### config.mk
export PLATFORM = sky130hd
export DESIGN_NAME = lffa_map
export DESIGN_NICKNAME = d
export VERILOG_FILES = /design/src/rtl/lffa_pkg.sv /design/src/rtl/lffa_map.sv
export SDC_FILE = /design/constraint.sdc
export NUM_CORES = 2
export LEC_CHECK = 0
export BUFFER_PORTS_ARGS = -buffer_cell sky130_fd_sc_hd__buf_2
export CORE_MARGIN = 3
export CORE_UTILIZATION = 44
export CTS_CLUSTER_SIZE = 8
export DETAILED_ROUTE_END_ITERATION = 6
export SLEW_MARGIN = 30
export SYNTH_ARGS = -nofsm -noshare
export SYNTH_HDL_FRONTEND = slang
export SYNTH_SLANG_ARGS = --single-unit
### constraint.sdc
create_clock -name clock -period 11.15 [get_ports clock]
set_input_delay 1.6725 -clock clock [delete_from_list [all_inputs] [get_ports clock]]
set_output_delay 1.6725 -clock clock [all_outputs]
set_load 0.05 [all_outputs]
### src/rtl/lffa_pkg.sv
package lffa_pkg;

   // Pool geometry.
   localparam int NUM_FRAMES = 4096;
   localparam int PAGE_BITS  = 12;

   localparam int FIDX_W    = (NUM_FRAMES > 2) ? $clog2(NUM_FRAMES) : 1;
   localparam int WORD_BITS = (FIDX_W >= 6) ? 64 : (1 << FIDX_W);
   localparam int BIDX_W    = $clog2(WORD_BITS);
   localparam int NUM_WORDS = (NUM_FRAMES + WORD_BITS - 1) / WORD_BITS;
   localparam int WIDX_W    = (NUM_WORDS > 1) ? $clog2(NUM_WORDS) : 1;
   localparam int NCNT_W    = $clog2(NUM_FRAMES + 1);

   // Register file.
   localparam int BASE_W  = 20;
   localparam int COUNT_W = 13;
   localparam int PADDR_W = 3;
   localparam logic [BASE_W-1:0]  BASE_RESET  = BASE_W'(4096);
   localparam logic [COUNT_W-1:0] COUNT_RESET = COUNT_W'(4096);
   localparam logic REG_USER_BASE   = 1'b0;
   localparam logic REG_FRAME_COUNT = 1'b1;

   // Commands and status codes.
   localparam logic [1:0] CMD_INIT  = 2'd0;
   localparam logic [1:0] CMD_ALLOC = 2'd1;
   localparam logic [1:0] CMD_FREE  = 2'd2;

   localparam logic [1:0] ST_OK    = 2'd0;
   localparam logic [1:0] ST_FAIL  = 2'd1;
   localparam logic [1:0] ST_RANGE = 2'd2;

   typedef struct packed {
      logic [1:0]  command;
      logic [31:0] address;
   } req_payload_type;

   typedef struct packed {
      logic [1:0]  status;
      logic [31:0] frame_address;
   } rsp_payload_type;

   typedef struct packed {
      logic [BASE_W-1:0]  user_base_frame;
      logic [COUNT_W-1:0] pool_size;
   } cfg_type;

   typedef struct packed {
      logic                 rd_en;
      logic [WIDX_W-1:0]    rd_addr;
      logic                 wr_en;
      logic [WIDX_W-1:0]    wr_addr;
      logic [WORD_BITS-1:0] wr_data;
   } map_req_type;

   typedef struct packed {
      logic [WORD_BITS-1:0] rd_data;
      logic                 any_free;
      logic [WIDX_W-1:0]    low_word;
   } map_rsp_type;

endpackage

### src/rtl/lffa_map.sv
module lffa_map
   import lffa_pkg::*;
(
   input  logic        clock,
   input  logic        reset,
   input  map_req_type map_req,
   output map_rsp_type map_rsp
);

   logic [WORD_BITS-1:0] map_mem_ff [NUM_WORDS];
   logic [WORD_BITS-1:0] rd_data_ff;
   logic                 rd_vld_ff;
   logic [NUM_WORDS-1:0] valid_ff;
   logic [NUM_WORDS-1:0] summ_ff;
   logic [WIDX_W-1:0]    low_word;

   // Bitmap words; no reset, a word that was never written reads as empty.
   always_ff @(posedge clock) begin
      if (map_req.wr_en) begin
         map_mem_ff[map_req.wr_addr] <= map_req.wr_data;
      end
      if (map_req.rd_en) begin
         rd_data_ff <= map_mem_ff[map_req.rd_addr];
      end
   end

   // Per-word valid bits and the non-empty summary.
   always_ff @(posedge clock) begin
      if (reset) begin
         valid_ff  <= '0;
         summ_ff   <= '0;
         rd_vld_ff <= 1'b0;
      end else begin
         if (map_req.rd_en) begin
            rd_vld_ff <= valid_ff[map_req.rd_addr];
         end
         if (map_req.wr_en) begin
            valid_ff[map_req.wr_addr] <= 1'b1;
            summ_ff[map_req.wr_addr]  <= |map_req.wr_data;
         end
      end
   end

   always_comb begin
      low_word = '0;
      for (int i = NUM_WORDS - 1; i >= 0; i--) begin
         if (summ_ff[i]) begin
            low_word = WIDX_W'(i);
         end
      end
   end

   assign map_rsp.rd_data  = rd_vld_ff ? rd_data_ff : '0;
   assign map_rsp.any_free = |summ_ff;
   assign map_rsp.low_word = low_word;

endmodule

* Word level (Yosys, flattened, before mapping)
Memories as Yosys holds them, arrays and structs flattened. A register that Yosys moved wholly into a read port is not among the register bits. Index checks and enable logic that the tools add are counted.
Word-level totals: bits in registers 129, memory bits (writable) 4096, input bits 80, logic and storage cells 83, memories 1
Operators by class: order comparisons 3, multiplexer cells 72, bitwise logic cells 1, reduce and logical (&&, ||, !) cells 3
Memory list:
- map_mem_ff | depth 64, bits a word 64, read ports 1, clocked after memory_dff 1, wr ports 1, RTL line lffa_map.sv:10 | logic [WORD_BITS-1:0] map_mem_ff [NUM_WORDS];
Operator list (number):
- $mux W6 | 64
- $reduce_or A64 Y1 | 2
- $bwmux W64 | 1
- $mux W64 | 1
- $or A64 B64 Y64 | 1
- $lt A6 B7 Y1 const B | 2
- $bmux W1 S6 | 1
- $demux W1 S6 | 1
- $ge A6 B1 Y1 const B | 1
- $mux W1 | 4
- $logic_and A1 B1 Y1 | 1

* Depth between registers and ports, before layout
depth in word-level cells 64, depth in mapped cells 11

* Least setup slack after synthesis
Ideal clock, no wire load.
path type input-to-reg, start input port map_req[69] (netlist bit), end memory map_mem_ff[32][0] (netlist bit) (enable), setup time 491 ps, data arrival time 5264 ps, data required time 10659 ps, path slack 5395 ps, cell stages on the path 4, buffers on the path 2, cells stage by stage clkbuf_1 > or3b_2 > clkbuf_1 > nor2_1
RTL lines:
- from (decl) | RTL line lffa_map.sv:6 | input map_req_type map_req,
- to (decl) | RTL line lffa_map.sv:10
No word-level cell before the write port.

==> key figures <==
Run status
  – Status: completed

Global routing
  – GRT overflow: 0
  – Vias in the first global route: 78600
  – GRT Total Usage: 0.242
  – Initial antenna violation count: 25
  – First-pass GRT wire length: 632 mm
  – Largest net degree at the start of global routing: approximately 150

STA
  – Max transition margin: 0.277
  – Hold Violations, Final: 0
  – Part of the cycle the worst path needs: 0.450
  – Least-Margin Pin Slew: 1.08 ns
  – Slew Viols, Final: 0
  – Hold_ws: between 0.4 and 0.5 ns
  – Final setup violation count: 0
  – Final Skew: roughly 0.036 ns
  – RSZ-0062 raised after global routing: no
  – Post-layout min period: 5.01 ns
  – Setup TNS: 0 ns
  – FMAX: 0.199 GHz

Floorplan
  – Initial core utilization: 0.443
  – Die width: 614 um
  – FP Rows: between 200 and 250
  – Num ports: 151
  – Die Footprint: 377000 um2
  – Die Y: 614 um
  – Core area: approximately 370000 um2

Synthesis
  – Synth warnings: 0
  – Asr flop ratio synth: 0
  – Most common cell in the netlist: edfxtp_1
  – Distinct cells, synth: 39
  – Seq/Total Area, Yosys: 0.784
  – Post-synthesis cell count: roughly 6600
  – Area share of the largest cell type after synthesis: 0.768
  – Synthesized area per cell: around 25 um2
  – Flop and latch count out of synthesis: around 4300
  – Post-synth top cells: 4160 x edfxtp_1, 1358 x mux4_2, 290 x nor2_1, 197 x clkbuf_1, 129 x dfxtp_1
  – Cell area after synthesis: 163000 um2
  – Area contributors post-synth: edfxtp_1 77%, mux4_2 19%, dfxtp_1 1.6%
  – Syn_nets: 6669
  – EDFF count, synth: 4160
  – Main synth FF type: edfxtp_1
  – Synth area leader: edfxtp_1

CTS
  – Root buf cell: clkbuf_16
  – Cts repair resizes: 0
  – Clk buf depth: 4
  – Hold_buf cts: 0
  – CTS tree: built
  – Clk slew on worst S/H paths: 0.05 ns
  – Post-CTS Setup Bufs: 0
  – CTS Buf Count: between 600 and 700
  – Worst skew pair latency: 1.00 ns
  – CTS sink cnt: 4289
  – H-tree levels: 6

Critical path
  – Critical Path Start Type: flip-flop
  – WS Path Type: flip-flop to output port
  – CP peak stage delay: around 0.43 ns
  – Critical Path Sink Type: output port
  – Crit path max-delay cell type: o31ai_1
  – CP max FO: 5
  – Critical path arrival: 3.34 ns
  – Worst path required time: around 9.5 ns
  – Crit path cell chain: nor2_1, o31a_1, o31ai_1, a211oi_1, o31ai_1, a311oi_1, nor2_1, buf_2

Pwr
  – Sequential power share: 0.503
  – Sw power: approximately 7.3 mW
  – Pwr dens: 190 nW/um2
  – Fraction of power consumed by combinational cells: 0.042
  – Leak pwr: 58.5 nW
  – VDD IR max: between 0.00015 and 0.0002 V
  – PnR Total Power: between 30 and 40 mW
  – Internal Power: 28.3 mW
  – Switching Share: 0.205
  – Clk network pwr share: 0.455

Detailed routing
  – Drt total wl: 454 mm
  – DRT antenna net count: 0
  – Routed WL per cell: 36.8 um
  – Drt first pass iters: 5
  – Via density: 6.27
  – Vias: 77300
  – Iteration-0 DRC Markers: between 10000 and 15000
  – DRC Markers: 0

Place
  – DP Cell Count: 11600
  – I/O Buffers: 150
  – Final HPWL from detailed placement: roughly 230 mm
  – Placer Congestion: between 0.7 and 0.8

Finish
  – Fin nets: about 7400
  – Filler cells: 28000
  – Final std cells w/o fill: 12300
  – Area of the multi-input gates: 34100 um2
  – FF/Latch Area: 128000 um2
  – Area Growth Syn to Fin: 15.6%
  – Share of cells above drive strength 1: 0.341
  – Fin util: 0.512

Run
  – Maxcap violations: 0

Min path
  – HP Class: flip-flop to flip-flop
logic make-up after synthesis:
group | count (synthesis) | share of synthesized area
flip-flops | 4289 | 0.784
buffers and inverters | 354 | 0.00927
AND/OR/NAND/NOR | 458 | 0.0127
AO/OA/AOI/OAI | 119 | 0.00509
multiplexers | 1369 | 0.189
final timing paths:
kind                            from        endpoint  slack (ns)  depth (start not counted)
setup reg to reg  map_mem_ff[51][29]  rd_data_ff[29]        8.95                          3
hold reg to reg         valid_ff[23]    valid_ff[23]        0.47                          2
setup / recovery         summ_ff[63]      map_rsp[1]        6.14                          8
hold / removal          valid_ff[23]    valid_ff[23]        0.47                          2
layer usage:
| layer | share of wire | global-route usage | vias up |
|---|---|---|---|
| met3 | 0.079 | 0.0376 | 740 |
| li1 | - | - | 29800 |
| met2 | 0.50 | 0.395 | 3893 |
| met1 | 0.39 | 0.337 | 42900 |
| met4 | 0.033 | 0.0771 | 12 |
| met5 | 0.00016 | 0 | - |
metrics by stage:
stage	setup slack (ns)	area [um2]
floorplan	5.39	163000
global placement	5.34	171000
detailed placement	5.37	171000
CTS	6.03	188000
global route	6.06	188000
finish	6.14	188000
sequential cells by signal (all words and copies together), names as in the netlist:
| name | flops |
|---|---|
| map_mem_ff | 4096 |
| summ_ff | 64 |
| rd_data_ff | 64 |
| valid_ff | 64 |
| rd_vld_ff | 1 |
cells in the final DEF (no fill, tap or decap), drive strengths merged, types with 3 or more instances in the layout:
cell | netlist | final
mux4 | 1358 | 1358
nand3b | 3 | 3
a2111oi | 3 | 3
nand2 | 17 | 17
nor4 | 30 | 30
clkinv | 0 | 21
nand4 | 8 | 8
and2 | 64 | 64
edfxtp | 4160 | 4160
nor2 | 290 | 290
buf | 142 | 430
o31ai | 6 | 6
or4 | 3 | 3
nand2b | 3 | 3
diode | 0 | 10
dfxtp | 129 | 129
nor3 | 14 | 14
a21oi | 20 | 20
nor2b | 4 | 4
nand3 | 16 | 16
o21ai | 11 | 11
mux2i | 10 | 10
clkbuf | 197 | 675
inv | 15 | 34
a211oi | 66 | 66
o211ai | 5 | 5
worst max-delay path, delay by kind of cell (launching register included):
family,cells,cell delay (ns)
AOI/OAI and AO/OA,5,1.24
buffers and inverters,1,0.34
DFF,1,0.39
and+or+nand+nor,2,0.38
cell type report:
type                            count  share of cell area
Sequential cell                  4289               0.678
Inverter                           15            0.000300
Tap cell                         4928              0.0328
Antenna cell                       10            0.000133
Timing Repair Buffer              431              0.0198
Multi-Input combinational cell   1946               0.181
Clock buffer                      674              0.0836
Clock inverter                     41             0.00353
power by group through the flow:
stage          sequential (mW)  clock (mW)  combinational [mW]
2_1_floorplan             18.2           0               0.923
3_3_place_gp              18.2           0                1.50
3_5_place_dp              18.2           0                1.53
4_1_cts                   17.9        16.5                1.54
5_1_grt                   17.9        17.2                1.61
6_report                  17.9        16.2                1.52
(Power assumes the default switching activity.)
