<file path="src/rtl/lffa_pkg.sv">
package lffa_pkg;

   // Pool geometry.
   localparam int NUM_FRAMES = 4096;
   localparam int PAGE_BITS  = 12;

   localparam int FIDX_W    = (NUM_FRAMES > 2) ? $clog2(NUM_FRAMES) : 1;
   localparam int WORD_BITS = (FIDX_W >= 6) ? 64 : (1 << FIDX_W);
   localparam int BIDX_W    = $clog2(WORD_BITS);
   localparam int NUM_WORDS = (NUM_FRAMES + WORD_BITS - 1) / WORD_BITS;
   localparam int WIDX_W    = (NUM_WORDS > 1) ? $clog2(NUM_WORDS) : 1;
   localparam int NCNT_W    = $clog2(NUM_FRAMES + 1);

   // Register file.
   localparam int BASE_W  = 20;
   localparam int COUNT_W = 13;
   localparam int PADDR_W = 3;
   localparam logic [BASE_W-1:0]  BASE_RESET  = BASE_W'(4096);
   localparam logic [COUNT_W-1:0] COUNT_RESET = COUNT_W'(4096);
   localparam logic REG_USER_BASE   = 1'b0;
   localparam logic REG_FRAME_COUNT = 1'b1;

   // Commands and status codes.
   localparam logic [1:0] CMD_INIT  = 2'd0;
   localparam logic [1:0] CMD_ALLOC = 2'd1;
   localparam logic [1:0] CMD_FREE  = 2'd2;

   localparam logic [1:0] ST_OK    = 2'd0;
   localparam logic [1:0] ST_FAIL  = 2'd1;
   localparam logic [1:0] ST_RANGE = 2'd2;

   typedef struct packed {
      logic [1:0]  command;
      logic [31:0] address;
   } req_payload_type;

   typedef struct packed {
      logic [1:0]  status;
      logic [31:0] frame_address;
   } rsp_payload_type;

   typedef struct packed {
      logic [BASE_W-1:0]  user_base_frame;
      logic [COUNT_W-1:0] pool_size;
   } cfg_type;

   typedef struct packed {
      logic                 rd_en;
      logic [WIDX_W-1:0]    rd_addr;
      logic                 wr_en;
      logic [WIDX_W-1:0]    wr_addr;
      logic [WORD_BITS-1:0] wr_data;
   } map_req_type;

   typedef struct packed {
      logic [WORD_BITS-1:0] rd_data;
      logic                 any_free;
      logic [WIDX_W-1:0]    low_word;
   } map_rsp_type;

endpackage

</file>
<file path="src/rtl/lffa_csr.sv">
module lffa_csr
   import lffa_pkg::*;
(
   input  logic               clock,
   input  logic               reset,
   input  logic               psel,
   input  logic               penable,
   input  logic               pwrite,
   input  logic [PADDR_W-1:0] paddr,
   input  logic [31:0]        pwdata,
   output logic [31:0]        prdata,
   output logic               pready,
   output cfg_type            cfg
);

   logic [BASE_W-1:0]  base_ff;
   logic [COUNT_W-1:0] count_ff;
   logic               wr_en;

   // Registers sit every four bytes, so the word index is the upper address bit.
   assign wr_en  = psel && penable && pwrite;
   assign pready = 1'b1;

   always_ff @(posedge clock) begin
      if (reset) begin
         base_ff  <= BASE_RESET;
         count_ff <= COUNT_RESET;
      end else if (wr_en) begin
         if (paddr[2] == REG_USER_BASE) begin
            base_ff <= pwdata[BASE_W-1:0];
         end else begin
            count_ff <= pwdata[COUNT_W-1:0];
         end
      end
   end

   always_comb begin
      if (paddr[2] == REG_FRAME_COUNT) begin
         prdata = 32'(count_ff);
      end else begin
         prdata = 32'(base_ff);
      end
   end

   assign cfg.user_base_frame = base_ff;
   assign cfg.pool_size       = count_ff;

endmodule

</file>
<file path="config.mk">
export PLATFORM = sky130hd
export DESIGN_NAME = lffa_csr
export DESIGN_NICKNAME = d
export VERILOG_FILES = /design/src/rtl/lffa_pkg.sv /design/src/rtl/lffa_csr.sv
export SDC_FILE = /design/constraint.sdc
export NUM_CORES = 1
export LEC_CHECK = 0
export BUFFER_PORTS_ARGS = -buffer_cell sky130_fd_sc_hd__buf_2
export CAP_MARGIN = 20
export CORE_ASPECT_RATIO = 1.75
export CORE_MARGIN = 8
export CORE_UTILIZATION = 25
export CTS_CLUSTER_SIZE = 20
export DETAILED_ROUTE_END_ITERATION = 6
export GPL_ROUTABILITY_DRIVEN = 0
export SLEW_MARGIN = 10
export SYNTH_ARGS = -nofsm -noshare
export SYNTH_HDL_FRONTEND = slang
export SYNTH_SLANG_ARGS = --single-unit
</file>
<file path="constraint.sdc">
create_clock -name clock -period 1.5 [get_ports clock]
set_clock_uncertainty 0.1 [all_clocks]
set_input_delay 0.075 -clock clock [delete_from_list [all_inputs] [get_ports clock]]
set_output_delay 0.075 -clock clock [all_outputs]
set_load 0.005 [all_outputs]
</file>
* Yosys cells after proc, flatten, opt, wreduce, memory -nomap -nowiden *
Cells that the tools add are included.
Widths: inputs -> output; s select.

operators by class
  mux-type cells = 1
  bitwise operators = 1
  reductions and logical operators = 4

operators with widths
  kind               count
  $mux 20            1
  $reduce_and 2->1   2
  $logic_and 1x1->1  2
  $not 1->1          1

storage, ports and cells
  bits in registers = 33
  word-level logic and storage cells = 8

* Logic depth before layout (Yosys ltp) *
Gate-level depths: netlist of run 1.

  depth after elaboration = 3
  mapped depth = 4
  depth with buffers taken out = 2

* Worst setup path before layout of run 1 *
Ideal clock, no wire load.

  kind = input port to flip-flop
  start point = in paddr[2]
  end point = reg base_ff[0]
  arrival time = 0.761 ns
  data required time = 1.328 ns
  path slack = 0.568 ns
  cell stages on the path = 4
  path through = and4b_1 -> clkbuf_1 -> buf_6 -> mux2i_1

between the ends
  word-level cells in the longest chain between the ends = 2

RTL lines
  element                     RTL line        text
  start, declared             lffa_csr.sv:9   input logic [PADDR_W-1:0] paddr,
  $not 1->1 (no line)         n/a
  $reduce_and 2->1 (no line)  n/a
  end signal, assigned        lffa_csr.sv:30  base_ff <= pwdata[BASE_W-1:0];
  end, declared               lffa_csr.sv:16  logic [BASE_W-1:0] base_ff;

No other way between the ends.
A chain may end at the register's enable or synchronous reset.

* Final worst setup path of run 1 *
  start point = reg count_ff[11]
  end point = out prdata[11]

between the ends
  word-level cells in the longest chain between the ends = 1

RTL lines
  element                 RTL line        text
  start, declared         lffa_csr.sv:17  logic [COUNT_W-1:0] count_ff;
  start signal, assigned  lffa_csr.sv:32  count_ff <= pwdata[COUNT_W-1:0];
  $mux 20                 lffa_csr.sv:38  if (paddr[2] == REG_FRAME_COUNT) begin
  end, declared           lffa_csr.sv:11  output logic [31:0] prdata,

No other way between the ends.

==> flow_summary.yaml, run 1 <==
cells_and_area:
  diodes: 0
  drive_gt1_share_pct: 39.3
  syn_to_final_growth_pct: 45.0
  final_area_um2: 2450
  fin_util_pct: 37.5
  multiInputGateArea_um2: 916
  regArea_um2: 661
  nFillCells: 692
  finalNonFillerCells: 344
  fin_nets: 302
  final_cell_mix: "buf_2 (78), nand2b_1 (50), mux2i_1 (33), dfxtp_1 (33), dlygate4sd3_1 (18)"
  layout_commonest_cell: "buf_2"
status:
  status: "finished, final reports clean"
route:
  drt_iter0_drc: 35
  wl_mm: 4.50
  drc: 0
  wl_per_cell_um: 13.1
  firstDrtPassIters: 4
  antenna_left: 0
  avgViaCountPerCell: 4.15
  vias: 1426
power:
  swShare_pct: 21.3
  powerDensity_nw_per_um2: 873
  p_leak_nw: 1.22
  combPwrFrac_pct: 11.2
  total_power_mw: 2.14
  internal-power_mw: 1.69
  peakVddDrop_mv: 0.548
  pwr-share-seq_pct: 42.5
  power.switching_mw: 0.456
  clkPwrFrac_pct: 46.3
global_routing:
  gr-total-overflow: 0
  grt_usage_pct: 9.22
  grt_max_degree: 54
  antenna_found_initial: 0
  grt_pass1_vias: 1520
  grt_pass1_wl_mm: 7.28
timing:
  timing.final.crit_share_pct: 77.2
  hold_viol: 0
  grt_setup_unrepaired: "false"
  timing.hold.ws_ps: 8.95
  clock.fmax_mhz: 864
  final_max_slew_viol_count: 0
  setup_ws_ps: 342
  finalSetupTns_ps: 0
  setup_violations: 0
  period_needed_ps: 1160
synth:
  synth_area_um2: 1690
  ys_ff_latch: 33
  yosysTopAreaCell: "dfxtp_1"
  yosys_warnings: 0
  synth_seq_area_share_pct: 39.0
  syn_area_per_cell_um2: 10.1
  ys_types: 13
  yosys-top-cells-area: "dfxtp_1 (39%), mux2i_1 (20%), nand2b_1 (18%), mux2_2 (8.6%), buf_4 (5.8%)"
  synth_top_cell_area_share_pct: 39.0
  syn_inst: 167
min_path:
  hold_start: "pwdata[3]"
  hold_path_depth: 3
  min_to: "count_ff[3]$_SDFFE_PP0P_"
  hp-class: "input port to register"
setup_path:
  critical_path_class: "register to output pin"
  start_kind: "register"
  crit_required_ps: 1320
  crit_fanout: 3
  reg2reg_from: "count_ff[1]$_SDFFE_PP0P_"
  cp.arrival_ps: 980
  end_kind: "output pin"
  reg2reg_to: "count_ff[1]$_SDFFE_PP0P_"
  max_stage_delay_ps: 320
  regToRegSetupSlack_ps: 790
  crit_chain: "mux2_2, buf_2"
  critical-path-slowest-cell: "dfxtp_1"
  rr_worst_depth: 2
placement:
  dpl-instance-area_um2: 2130
  dp_cells: 319
  dp_hpwl_mm: 3.29
  portBuffers: 78
  post-place-ws_ps: 387
cts:
  cts_made_buffers: 5
  clock-sinks: 33
  cts-root-buf: "clkbuf_16"
  cts_buffer_depth: 2
  clk_pin_slew_ps: 50
  clkLatencyLatePin_ps: 270
  tritoncts: "built"
  cts_max_level: 2
  ctsResizeCount: 0
floorplan:
  start_util_pct: 25.9
  die_width_um: 78.2
  core-area_um2: 6540
  row_count: 39
  die_area_um2: 9760
  ios: 106
  die_h_um: 125
job:
  drv_cap: 0
==> synthesized netlist by cell type <==
cell type,instances
buf_6,2
and4b_1,1
nand2b_1,50
mux2_2,13
conb_1,2
mux2i_1,33
nor2_1,3
clkbuf_1,6
buf_4,13
buf_2,3
nand4_2,1
dfxtp_1,33
nor2b_1,7
==> sequential cells by signal, indices dropped and copies added (netlist names) <==
register / count
base_ff: 20
count_ff: 13
==> worst max-delay path by stage <==
stage / start / end / slack (ps) / cells after the start
final: count_ff[11]$_SDFFE_PP0P_ / prdata[11] / 340 / 2
after detailed placement: paddr[2] / base_ff[5]$_SDFFE_PP0P_ / 390 / 4
after floorplan: paddr[2] / base_ff[0]$_SDFFE_PP0P_ / 570 / 4
after global placement: paddr[2] / base_ff[7]$_SDFFE_PP0P_ / 420 / 4
after CTS: count_ff[11]$_SDFFE_PP0P_ / prdata[11] / 330 / 2
after global routing: base_ff[9]$_SDFFE_PP0P_ / prdata[9] / 310 / 2
==> critical path, delay by kind of cell (launching register included) <==
kind | cells | cell delay (ps)
buf+inv | 1 | 130
mux | 1 | 270
flops | 1 | 320
==> cells by family after synthesis <==
family / count (synthesis) / share of synthesized area (%)
AND/OR/NAND/NOR: 62 / 23.1
multiplexers: 46 / 28.2
flip-flops: 33 / 39.0
buffers and inverters: 24 / 9.31
other: 2 / 0.444
==> power groups by stage <==
stage | Clock [mW] | Sequential, mW | Combinational, mW
floorplan | 0 | 0.929 | 0.137
finish | 0.992 | 0.911 | 0.241
global route | 1.06 | 0.913 | 0.267
global placement | 0 | 0.928 | 0.206
detailed placement | 0 | 0.929 | 0.209
CTS | 1.03 | 0.911 | 0.245
==> layer usage <==
metal | global-route usage [%] | vias to the layer above | share of wire, %
met1 | 8.85 | 650 | 38
met5 | 0 | - | 0
met4 | 3.95 | 0 | 1.3
met3 | 3.76 | 5 | 9.1
li1 | - | 709 | -
met2 | 16.5 | 62 | 51
==> layout make-up <==
class                      instances  area share [%]
multi-input combinational        121            37.3
timing repair buffer             101            25.8
clock buffer                       7            5.81
tap                               82            4.18
sequential                        33            26.9
==> timing repair <==
item | in CTS | in global routing
hold endpoints to repair | 27 | 0
buffers inserted | 0 | 0
hold buffers | 18 | 0
Note: power is estimated with default switching activity, not from simulation.
==> inputs of run 2 (changes only) <==
Clock period 1.5 ns to 1.1 ns, I/O delays scaled along.
==> flow_summary.yaml, run 2 (same netlist as run 1, synthesis figures left out) <==
setup_path:
  start_kind: "register"
  reg2reg_from: "count_ff[12]$_SDFFE_PP1P_"
  end_kind: "output pin"
  regToRegSetupSlack_ps: 280
  crit_fanout: 2
  crit_required_ps: 940
  reg2reg_to: "count_ff[12]$_SDFFE_PP1P_"
  cp.arrival_ps: 970
  critical_path_class: "register to output pin"
  rr_worst_depth: 3
cells_and_area:
  reg_top3: "base_ff x20, count_ff x13"
  final_cell_mix: "buf_2 (67), nand2b_1 (50), mux2i_1 (33)"
  drive_gt1_share_pct: 52.4
  final_area_um2: 2790
  syn_to_final_growth_pct: 65.0
  diodes: 0
  fin_nets: 327
  regMostFlops: "base_ff"
  layout_commonest_cell: "buf_2"
  largest_reg_flops: 20
floorplan:
  start_util_pct: 25.9
  die_area_um2: 9760
  row_count: 39
  core-area_um2: 6540
  die_h_um: 125
  ios: 106
  die_width_um: 78.2
route:
  vias: 1528
  drt_iter0_drc: 62
  wl_per_cell_um: 13.5
  firstDrtPassIters: 4
  drc: 0
  avgViaCountPerCell: 4.13
  antenna_left: 0
  wl_mm: 5.01
status:
  violations: "negative setup slack"
  status: "finished, violations left"
timing:
  grt_setup_unrepaired: "true"
  final_max_slew_viol_count: 0
  timing.final.crit_share_pct: 103
  clock.fmax_mhz: 886
  period_needed_ps: 1130
  setup_violations: 13
  finalSetupTns_ps: -284
  setup_ws_ps: -28.7
  timing.hold.ws_ps: 174
  hold_viol: 0
global_routing:
  gr-total-overflow: 0
  grt_max_degree: 54
  grt_usage_pct: 10.4
  grt_pass1_wl_mm: 8.36
  antenna_found_initial: 0
  grt_pass1_vias: 1705
power:
  peakVddDrop_mv: 0.659
  total_power_mw: 2.95
  powerDensity_nw_per_um2: 1060
  p_leak_nw: 1.40
job:
  drv_cap: 0
cts:
  cts_made_buffers: 5
  cts_max_level: 2
  cts-root-buf: "clkbuf_16"
  clock-sinks: 33
  clkLatencyLatePin_ps: 270
  tritoncts: "built"
  cts_buffer_depth: 2
  clk_pin_slew_ps: 50
min_path:
  hold_start: "reset"
  hp-class: "input port to register"
  min_to: "count_ff[12]$_SDFFE_PP1P_"
  hold_path_depth: 4
placement:
  dp_hpwl_mm: 3.33
  dpl-instance-area_um2: 2150
  portBuffers: 78
  post-place-ws_ps: 28.1
==> run 2: cell types whose count changed in the layout (fill, tap and decap cells not counted), moves of 10 or more <==
cell,delta
dfxtp_1,-26
dfxtp_2,+26
buf_4,+22
buf_2,-11
buf_6,+11
mux2_2,-10
mux2_4,+10
==> run 2: what timing repair did <==
action / in CTS / in global routing
hold endpoints to repair: 33 / 0
endpoints found under the setup margin: 13 / 13
pin swaps: 0 / 0
hold buffers: 20 / 0
resized for setup: 43 / 4
buffers inserted: 21 / 1
==> run 2: metrics by stage <==
step	utilization, %	cells
CTS	42.3	369
global placement	32.9	320
detailed placement	32.9	320
global route	42.7	370
floorplan	-	178
finish	42.7	370
==> run 2: worst max-delay path by stage <==
stage | startpoint | endpoint | slack, ps | cells past startpoint
after floorplan | paddr[2] | base_ff[0]$_SDFFE_PP0P_ | 190 | 4
after global placement | paddr[2] | base_ff[7]$_SDFFE_PP0P_ | 50 | 4
after detailed placement | paddr[2] | base_ff[5]$_SDFFE_PP0P_ | 30 | 4
after CTS | count_ff[3]$_SDFFE_PP0P_ | prdata[3] | -40 | 2
after global routing | base_ff[7]$_SDFFE_PP0P_ | prdata[7] | -60 | 2
final | base_ff[7]$_SDFFE_PP0P_ | prdata[7] | -30 | 2
==> run 2: report_power, final <==
group	internal, mW	total, mW	switching, mW
clock	0.841	1.32	0.474
sequential	1.23	1.24	0.0153
combinational	0.238	0.394	0.157
==> run 2: critical path, cell delays in order (launching register included) <==
cell and delay, ps:
dfxtp_2 320, mux2_4 270, buf_6 120
==> run 2: routing by layer <==
layer | track usage [%] | share of wire [%] | up-vias
met2 | 18.9 | 53 | 64
met3 | 3.97 | 9.6 | 6
met1 | 10.2 | 36 | 699
met4 | 3.62 | 1.4 | 0
met5 | 0 | 0 | -
li1 | - | - | 759
==> run 2: layout make-up <==
class	instances	area (um^2)
clock buffer	8	136
tap	82	103
fill	663	3750
sequential	33	693
timing repair buffer	126	907
multi-input combinational	121	953
==> inputs of run 3 (changes only) <==
Settings changed: ABC_AREA from default to 1, GPL_ROUTABILITY_DRIVEN 0 to default.
==> flow_summary.yaml, run 3 <==
cells_and_area:
  syn_to_final_growth_pct: 37.3
  final_area_um2: 2420
  finalNonFillerCells: 439
  layout_commonest_cell: "buf_2"
  fin_nets: 394
  diodes: 0
  regMostFlops: "base_ff"
  reg_top3: "base_ff x20, count_ff x13"
  drive_gt1_share_pct: 28.5
  fin_util_pct: 35.3
  final_cell_mix: "buf_2 (78), nand2_1 (73), nor2_1 (69)"
  largest_reg_flops: 20
global_routing:
  gr-total-overflow: 0
  grt_pass1_wl_mm: 8.53
  grt_usage_pct: 10.5
  antenna_found_initial: 0
  grt_pass1_vias: 1767
  grt_max_degree: 34
floorplan:
  die_width_um: 79.4
  row_count: 40
  start_util_pct: 25.7
  die_h_um: 127
  core-area_um2: 6860
  ios: 106
  die_area_um2: 10100
cts:
  cts_max_level: 2
  cts_setup_buffers: 0
  tritoncts: "built"
  clock-sinks: 33
  cts-root-buf: "clkbuf_16"
  clkLatencyLatePin_ps: 270
  cts_made_buffers: 5
  cts_buffer_depth: 2
  clk_pin_slew_ps: 50
power:
  power.switching_mw: 0.762
  swShare_pct: 24.2
  p_leak_nw: 1.34
  clkPwrFrac_pct: 46.2
  powerDensity_nw_per_um2: 1300
  internal-power_mw: 2.38
  peakVddDrop_mv: 0.597
  combPwrFrac_pct: 13.4
  pwr-share-seq_pct: 40.3
route:
  wl_per_cell_um: 12.3
  wl_mm: 5.39
  avgViaCountPerCell: 4.19
  vias: 1840
  drt_iter0_drc: 94
  drc: 0
  antenna_left: 0
  firstDrtPassIters: 4
placement:
  post-place-ws_ps: 108
  dpl-instance-area_um2: 2210
  gp_congestion: 0.743
  portBuffers: 78
  dp_hpwl_mm: 4.07
  dp_cells: 426
synth:
  ys_ff_latch: 33
  synth_area_um2: 1760
  synth_top_cell_area_share_pct: 37.5
  syn_inst: 274
  synth_common_cells: "nand2_1 (73), nor2_1 (69), dfxtp_1 (33), nand3_1 (33), inv_1 (28)"
  yosysMostFrequentCell: "nand2_1"
  synth_seq_area_share_pct: 37.5
  synth_flop_cell: "dfxtp_1"
  syn_area_per_cell_um2: 6.42
  yosys-top-cells-area: "dfxtp_1 (38%), nand2_1 (16%), nor2_1 (15%), nand3_1 (9.4%), buf_4 (6.8%)"
  yosysTopAreaCell: "dfxtp_1"
  synth_edf_count: 0
  synthArstFlopShare_pct: 0
  ys_types: 15
  yosys_warnings: 0
status:
  status: "finished, final reports clean"
setup_path:
  end_kind: "output pin"
  start_kind: "register"
  rr_worst_depth: 2
  reg2reg_from: "count_ff[12]$_SDFFE_PP1P_"
  critical_path_class: "register to output pin"
  crit_start: "base_ff[18]$_SDFFE_PP0P_"
  crit_required_ps: 940
  crit_fanout: 3
  cp.arrival_ps: 870
timing:
  finalSetupTns_ps: 0
  period_needed_ps: 1020
  hold_viol: 0
  setup_ws_ps: 78.5
  setup_violations: 0
  grt_setup_unrepaired: "false"
  timing.final.crit_share_pct: 92.9
  clock.fmax_mhz: 979
  final_max_slew_viol_count: 0
min_path:
  hp-class: "input port to register"
  hold_path_depth: 5
  hold_start: "pwdata[13]"
job:
  drv_cap: 0
==> run 3: cell count changes in the layout (fill, tap and decap cells not counted), moves of 15 or more <==
cell           delta
nand2_1          +73
nor2_1           +66
nand2b_1         -50
mux2i_1          -33
nand3_1          +33
inv_1            +28
dfxtp_1          +24
dfxtp_2          -24
buf_4            -22
dlygate4sd3_1    -15
==> run 3: critical path: stages (launching register included) <==
cell	delay, ps
dfxtp_1	360
inv_1	50
nor2_1	80
buf_2	120
==> run 3: power by group through the flow <==
stage | clock (mW) | sequential (mW) | combinational [mW]
3_3_place_gp | 0 | 1.29 | 0.410
6_report | 1.45 | 1.27 | 0.423
3_5_place_dp | 0 | 1.29 | 0.417
5_1_grt | 1.53 | 1.28 | 0.476
2_1_floorplan | 0 | 1.30 | 0.264
4_1_cts | 1.49 | 1.27 | 0.432
==> run 3: final timing paths <==
check             slack [ps]                         to
hold / removal           0.6   base_ff[13]$_SDFFE_PP0P_
setup / recovery          80                 prdata[18]
hold reg to reg          390   base_ff[19]$_SDFFE_PP0P_
setup reg to reg         410  count_ff[12]$_SDFFE_PP1P_
==> run 3: metrics by stage <==
stage	power, mW	hold slack [ps]
global placement	1.70	182
CTS	3.19	2.23
floorplan	1.56	81.2
global route	3.28	11.7
finish	3.15	0.625
detailed placement	1.71	196
==> run 3: repair_timing <==
item,4_1_cts,5_1_grt
resized for setup,0,2
hold buffers,5,0
endpoints found under the hold margin,6,0
endpoints found under the setup margin,0,2
==> run 3: layer usage <==
layer | up-vias | track usage, % | wire length (um)
li1 | 957 | - | -
met1 | 822 | 10.6 | 2040
met2 | 53 | 19.2 | 2890
met3 | 8 | 2.53 | 336
met4 | 0 | 5.05 | 128
met5 | - | 0 | 0
==> run 3: logic make-up (layout without fill, tap and decap cells) <==
logic type / Yosys count / count (layout) / share of synthesized area [%]
buffers and inverters: 58 / 128 / 18.4
other: 2 / 13 / 0.427
and+or+nand+nor: 179 / 179 / 43.1
DFF: 33 / 33 / 37.5
AOI/OAI and AO/OA: 2 / 2 / 0.569
==> run 3: layout make-up <==
| cell class | instances | area (um^2) |
|---|---|---|
| clock buffer | 7 | 153 |
| inverter | 29 | 111 |
| multi-input combinational | 194 | 817 |
| clock inverter | 1 | 5.00 |
| tap | 84 | 105 |
| timing repair buffer | 91 | 563 |
| fill | 745 | 4440 |
| sequential | 33 | 663 |
